### config.mk
export PLATFORM = sky130hd
export DESIGN_NAME = cdu_front
export DESIGN_NICKNAME = d
export VERILOG_FILES = /design/src/rtl/cdu_pkg.sv /design/src/rtl/cdu_front.sv
export SDC_FILE = /design/constraint.sdc
export NUM_CORES = 2
export LEC_CHECK = 0
export BUFFER_PORTS_ARGS = -buffer_cell sky130_fd_sc_hd__buf_2
export CAP_MARGIN = 20
export CORE_MARGIN = 2
export CORE_UTILIZATION = 55
export CTS_CLUSTER_DIAMETER = 40
export DETAILED_ROUTE_END_ITERATION = 10
export PLACE_DENSITY = 0.71
export SYNTH_ARGS = -nofsm -noshare
export SYNTH_HDL_FRONTEND = slang
export SYNTH_SLANG_ARGS = --single-unit
### constraint.sdc
create_clock -name clk -period 8.35 [get_ports clk]
set_input_delay 0.4175 -clock clk [delete_from_list [all_inputs] [get_ports clk]]
set_output_delay 0.4175 -clock clk [all_outputs]
set_load 0.1 [all_outputs]
### src/rtl/cdu_pkg.sv
// Package for the complex divider unit: widths, request/result payload types
// and the sideband struct that travels with each item. No dependencies.
`default_nettype none
package cdu_pkg;

  localparam int OPERAND_WIDTH          = 16;
  localparam int PROD_WIDTH             = 2 * OPERAND_WIDTH;
  localparam int QUOTIENT_WIDTH         = 32;
  localparam int QUOTIENT_FRACTION_BITS = 16;

  typedef struct packed {
    logic signed [OPERAND_WIDTH-1:0] dividend_real;
    logic signed [OPERAND_WIDTH-1:0] dividend_imag;
    logic signed [OPERAND_WIDTH-1:0] divisor_real;
    logic signed [OPERAND_WIDTH-1:0] divisor_imag;
  } request_t;

  typedef struct packed {
    logic signed [QUOTIENT_WIDTH-1:0] quotient_real;
    logic signed [QUOTIENT_WIDTH-1:0] quotient_imag;
    logic                             divide_by_zero;
    logic                             saturated;
  } result_t;

  // Control carried alongside the data from the last front-end stage through every divider stage.
  typedef struct packed {
    logic valid;
    logic dz;
    logic neg_re;
    logic neg_im;
  } side_t;

endpackage
`default_nettype wire

### src/rtl/cdu_front.sv
// Front end of the complex divider: products, numerator/denominator sums and
// sign-magnitude split, three register stages. Uses cdu_pkg.
`default_nettype none
module cdu_front (
  input  wire logic                           clk,
  input  wire logic                           rst,
  input  wire logic                           in_valid,
  input  wire cdu_pkg::request_t              req,
  output cdu_pkg::side_t                      side,
  output logic [cdu_pkg::PROD_WIDTH-1:0]      num_re,
  output logic [cdu_pkg::PROD_WIDTH-1:0]      num_im,
  output logic [cdu_pkg::PROD_WIDTH-1:0]      den
);

  localparam int PW = cdu_pkg::PROD_WIDTH;

  // stage 1: four cross products and two squares
  logic               v1;
  logic signed [PW-1:0] ac, bd, bc, ad, cc, dd;
  // stage 2: sums
  logic               v2;
  logic signed [PW:0] nre, nim;
  logic [PW-1:0]      den2;
  // stage 3: magnitudes, valid travels in side

  always_ff @(posedge clk) begin
    if (rst) begin
      v1         <= 1'b0;
      v2         <= 1'b0;
      side.valid <= 1'b0;
    end else begin
      v1         <= in_valid;
      v2         <= v1;
      side.valid <= v2;
    end

    ac <= req.dividend_real * req.divisor_real;
    bd <= req.dividend_imag * req.divisor_imag;
    bc <= req.dividend_imag * req.divisor_real;
    ad <= req.dividend_real * req.divisor_imag;
    cc <= req.divisor_real * req.divisor_real;
    dd <= req.divisor_imag * req.divisor_imag;

    nre  <= {ac[PW-1], ac} + {bd[PW-1], bd};
    nim  <= {bc[PW-1], bc} - {ad[PW-1], ad};
    den2 <= $unsigned(cc) + $unsigned(dd);

    side.neg_re <= nre[PW];
    side.neg_im <= nim[PW];
    num_re      <= nre[PW] ? PW'(-nre) : nre[PW-1:0];
    num_im      <= nim[PW] ? PW'(-nim) : nim[PW-1:0];
    side.dz     <= (den2 == '0);
    den         <= den2;
  end

endmodule
`default_nettype wire

After elaboration in Yosys (flattened, before gate mapping)
Cells that the tools add are included.

word-level totals
  register bits = 392
  input bits = 67
  logic and storage cells = 32

cells by class
  $add $sub $neg = 5
  $mul = 6
  muxes and demuxes = 2
  reduce and logical (&&, ||, !) cells = 1

operators with widths
  operator                      count
  multiplier 16 x 16 -> 32 bit  6
  two-way mux 32 bit            2
  negation 32 bit               2
  adder 32 x 32 -> 33 bit       1
  subtractor 32 x 32 -> 33 bit  1
  adder 32 bit                  1
  logical NOT 32 bit            1

Logic depth before layout (Yosys ltp)
  depth after elaboration = 2
  depth in mapped cells = 26
  mapped depth without buffers = 24

Worst setup path after synthesis
OpenSTA, ideal clock, no wires.

  path type = input to register
  start = input req[3] in the netlist's numbering
  end = register dd[30]
  library setup time = 0.134 ns
  arrival = 6.268 ns
  data required time = 8.216 ns
  setup slack = 1.948 ns
  stages on the path = 22
  path buffers = 2
  cells stage by stage = clkbuf_1 inv_1 nor2_1 fa_1 fa_1 fa_1 fa_1 fa_1 inv_1 fa_1 inv_1 ha_1 clkbuf_1 a21o_1 a21o_1 a21o_1 a21oi_1 nor2b_1 or3_1 o221a_2 mux2i_1 o2111ai_1

between the ends
  word-level cells in the longest chain between the ends = 1

RTL lines
  item                          RTL line         source
  from (decl)                   cdu_front.sv:8   input wire cdu_pkg::request_t req,
  multiplier 16 x 16 -> 32 bit  cdu_front.sv:42  dd <= req.divisor_imag * req.divisor_imag;
  to (signal assigned)          cdu_front.sv:42
  to (decl)                     cdu_front.sv:19  logic signed [PW-1:0] ac, bd, bc, ad, cc, dd;

No other way between the ends.
A chain may end at the register's enable or synchronous reset.

Final worst setup path
  start = input req[18] in the netlist's numbering
  end = register ac[31]

between the ends
  word-level cells in the longest chain between the ends = 1

RTL lines
  item                          RTL line         source
  multiplier 16 x 16 -> 32 bit  cdu_front.sv:37  ac <= req.dividend_real * req.divisor_real;
  to (signal assigned)          cdu_front.sv:37
  to (decl)                     cdu_front.sv:19

No other way between the ends.

==> summary.json <==
{
  "yosys": {
    "post_synth_num_cell_types": 88,
    "syn-cell-area_sq_um": 70700,
    "ys_seq_elements": 390,
    "postSynthCellCount": 7566,
    "post_synth_main_area_contributors": "sky130_fd_sc_hd__fa_1 43%, sky130_fd_sc_hd__dfxtp_1 11%, sky130_fd_sc_hd__ha_1 11%",
    "ys.warnings.count": 0,
    "syn-num-nets": 9761,
    "synthesized_area_per_cell_sq_um": 9.345,
    "synth_flop_cell": "sky130_fd_sc_hd__dfxtp_1",
    "synth_enable_flop_cells": 0,
    "sequential_to_total_area_share_from_yosys_stat_pct": 11.04,
    "synth_top_area_share_pct": 42.92,
    "asyncSetResetFlopFracSynth_pct": 0,
    "post_synth_top_area_cell": "sky130_fd_sc_hd__fa_1"
  },
  "critical_path": {
    "endpoint_kind": "register",
    "setup.worst_path.start_class": "input port",
    "crit_type": "in2reg",
    "crit_arrival_ns": 7.09,
    "critPathRequiredTime_ns": 8.87,
    "cp_max_fo": 38
  },
  "timing": {
    "finalClockSkew_ns": 0.03188,
    "timing.fmax_mhz": 152.2,
    "finalHoldWorstSlack_ns": 0.2971,
    "timing.final.ws_setup_ns": 1.781,
    "final-setup-viol-count": 0,
    "max_slew.worst_pin.slew_ns": 1.041,
    "grt_setup_unrepaired": "false",
    "period_minus_slack_ns": 6.569,
    "setup_tns_ns": 0,
    "finalMaxSlewViolations": 0,
    "report.final.hold_viol_count": 0,
    "max-slew-margin-rel_pct": 30.53,
    "fin_crit_sh_pct": 78.68
  },
  "die": {
    "initial_utilization_pct": 55.45,
    "die_x_um": 362.5,
    "placeable_core_region_sq_um": 127500,
    "die_y_um": 362.5,
    "fp.dieArea_sq_um": 131400,
    "number_of_placement_rows": 131,
    "io_pins": 167
  },
  "placement": {
    "detailed_place_hpwl_um": 135800,
    "dpl_cell_area_sq_um": 73160,
    "gp_congestion": 0.8999,
    "place_worst_setup_slack_ns": 1.194,
    "port-buffer-count": 166
  },
  "outcome": {
    "status": "complete, no violations"
  },
  "cts": {
    "cts_tree": "built",
    "path_clk_slew_ns": 0.06,
    "postCtsSetupRepairBufs": 0,
    "tritoncts.num_buffers": 54,
    "clock_latency_ns": 0.65,
    "cts_max_level": 2,
    "tritoncts_sinks": 390,
    "clk_path_buf_depth": 3,
    "clockRootBuffer": "sky130_fd_sc_hd__clkbuf_16"
  },
  "detailed_routing": {
    "route.antenna.remaining_nets": 0,
    "routed-via-count": 49370,
    "route.detailed.drc": 0,
    "detail_route.first_pass.iterations": 5,
    "wire_length_per_cell_after_detailed_routing_um": 17.76,
    "routed_wirelength_um": 165100,
    "vias_per_cell": 5.310,
    "first_iter_violations": 2928
  },
  "global_route": {
    "largest_net_degree_at_the_start_of_global_routing": 45,
    "grt_usage_pct": 26.41,
    "gr-total-overflow": 0,
    "grt_pass1_vias": 53900,
    "grt_pass1_wl_um": 276500,
    "antenna_found_initial": 12
  },
  "layout": {
    "final_cell_mix": "1858 x sky130_fd_sc_hd__inv_1, 1516 x sky130_fd_sc_hd__fa_1, 750 x sky130_fd_sc_hd__nand2_1, 612 x sky130_fd_sc_hd__ha_1, 546 x sky130_fd_sc_hd__and2_1",
    "mostFrequentLayoutCell": "sky130_fd_sc_hd__inv_1",
    "flow.area_growth_from_synthesis_pct": 6.254,
    "drive_gt1_share_pct": 5.109,
    "fin_nets": 9784,
    "postLayoutCellArea_sq_um": 75130
  },
  "run": {
    "max_cap_viol_count": 0
  },
  "min_path": {
    "worstHoldPathType": "in2reg"
  }
}
-- stage by stage --
stage,std cells,utilization [%]
floorplan,7566,-
global placement,9191,57.37
finish,9298,58.91
global route,9297,58.91
detailed placement,9191,57.37
CTS,9295,58.89
-- critical path, cell delays in order --
cell and delay [ns]:
sky130_fd_sc_hd__buf_2 0.71, sky130_fd_sc_hd__nand2_1 0.21, sky130_fd_sc_hd__inv_1 0.13, sky130_fd_sc_hd__fa_1 0.57, sky130_fd_sc_hd__fa_1 0.81, sky130_fd_sc_hd__fa_1 0.51, sky130_fd_sc_hd__fa_1 0.51, sky130_fd_sc_hd__fa_1 0.50
sky130_fd_sc_hd__inv_1 0.05, sky130_fd_sc_hd__fa_1 0.47, sky130_fd_sc_hd__inv_1 0.04, sky130_fd_sc_hd__ha_1 0.36, sky130_fd_sc_hd__nand3_1 0.13, sky130_fd_sc_hd__nor2_1 0.26, sky130_fd_sc_hd__o2111a_1 0.23, sky130_fd_sc_hd__o21ai_1 0.13
sky130_fd_sc_hd__a311oi_1 0.30, sky130_fd_sc_hd__o21a_1 0.17, sky130_fd_sc_hd__o21a_1 0.16, sky130_fd_sc_hd__nor4_1 0.06, sky130_fd_sc_hd__a311o_1 0.33
-- worst paths after layout --
| check | start | to | slack [ns] | cells past startpoint |
|---|---|---|---|---|
| setup / recovery | req[18] | ac[31]$_DFF_P_ | 1.78 | 21 |
| hold / removal | req[0] | dd[0]$_DFF_P_ | 0.30 | 2 |
| setup reg to reg | ac[0]$_DFF_P_ | nre[32]$_DFF_P_ | 5.37 | 12 |
| hold reg to reg | den2[4]$_DFF_P_ | den[4]$_DFF_P_ | 0.35 | 0 |
-- repair_timing --
| action | 4_1_cts | 5_1_grt |
|---|---|---|
| hold buffers | 3 | 0 |
| endpoints found under the hold margin | 4 | 0 |
| setup endpoints to repair | 0 | 0 |
| resized for setup | 0 | 0 |
-- state kept, by name (all words and copies together), names as in the netlist, 31 cells and up --
register,count
nim,33
nre,33
ac,32
ad,32
bc,32
bd,32
den2,32
den,32
num_im,32
num_re,32
cc,31
dd,31
-- area by class of cell --
cell class	count	area (sq um)
Clock buffer	64	1439
Multi-Input combinational cell	5043	54890
Clock inverter	37	464.2
Antenna cell	2	5.005
Tap cell	1662	2079
Sequential cell	390	7807
Fill cell	11030	52390
Timing Repair Buffer	239	1456
Inverter	1861	6985
-- cell usage after synthesis (5+ instances only) --
cell type	count
sky130_fd_sc_hd__a211o_1	5
sky130_fd_sc_hd__a211oi_1	15
sky130_fd_sc_hd__a21o_1	96
sky130_fd_sc_hd__a21oi_1	197
sky130_fd_sc_hd__a221oi_1	5
sky130_fd_sc_hd__a311oi_1	7
sky130_fd_sc_hd__a31o_2	15
sky130_fd_sc_hd__a31oi_1	17
sky130_fd_sc_hd__and2_1	546
sky130_fd_sc_hd__and3_1	30
sky130_fd_sc_hd__buf_1	13
sky130_fd_sc_hd__clkbuf_1	258
sky130_fd_sc_hd__dfxtp_1	390
sky130_fd_sc_hd__fa_1	1516
sky130_fd_sc_hd__ha_1	612
sky130_fd_sc_hd__inv_1	1858
sky130_fd_sc_hd__mux2i_1	6
sky130_fd_sc_hd__nand2_1	750
sky130_fd_sc_hd__nand2b_1	46
sky130_fd_sc_hd__nand3_1	34
sky130_fd_sc_hd__nand3b_1	5
sky130_fd_sc_hd__nand4_1	20
sky130_fd_sc_hd__nor2_1	271
sky130_fd_sc_hd__nor2b_1	36
sky130_fd_sc_hd__nor3_1	45
sky130_fd_sc_hd__nor4_1	15
sky130_fd_sc_hd__o2111ai_1	6
sky130_fd_sc_hd__o211ai_1	15
sky130_fd_sc_hd__o21a_1	41
sky130_fd_sc_hd__o21ai_0	109
sky130_fd_sc_hd__o21ai_1	21
sky130_fd_sc_hd__o21bai_1	31
sky130_fd_sc_hd__o22ai_1	6
sky130_fd_sc_hd__o31ai_1	27
sky130_fd_sc_hd__o41ai_1	5
sky130_fd_sc_hd__or2_2	10
sky130_fd_sc_hd__or3_1	21
sky130_fd_sc_hd__or4_1	11
sky130_fd_sc_hd__xnor2_1	301
sky130_fd_sc_hd__xor2_1	59
-- metal layers --
layer / routed length, um / part of all wire, % / vias up / GRT usage (%)
li1: - / - / 22570 / -
met1: 67230 / 41 / 25090 / 34.43
met2: 81160 / 49 / 1404 / 45.04
met3: 11090 / 6.7 / 288 / 4.252
met4: 5541 / 3.4 / 10 / 8.543
met5: 68 / 0.041 / - / 0
-- logic make-up after synthesis --
group / synth area share [%]
buf+inv: 11.33
xor+xnor: 4.459
compound gates: 6.498
flops: 11.04
mux: 0.1327
simple gates: 12.79
fa+ha+maj: 53.75
Power is not shown: default switching activity piles up to over one toggle a cycle in this logic, so the estimate is an artifact.
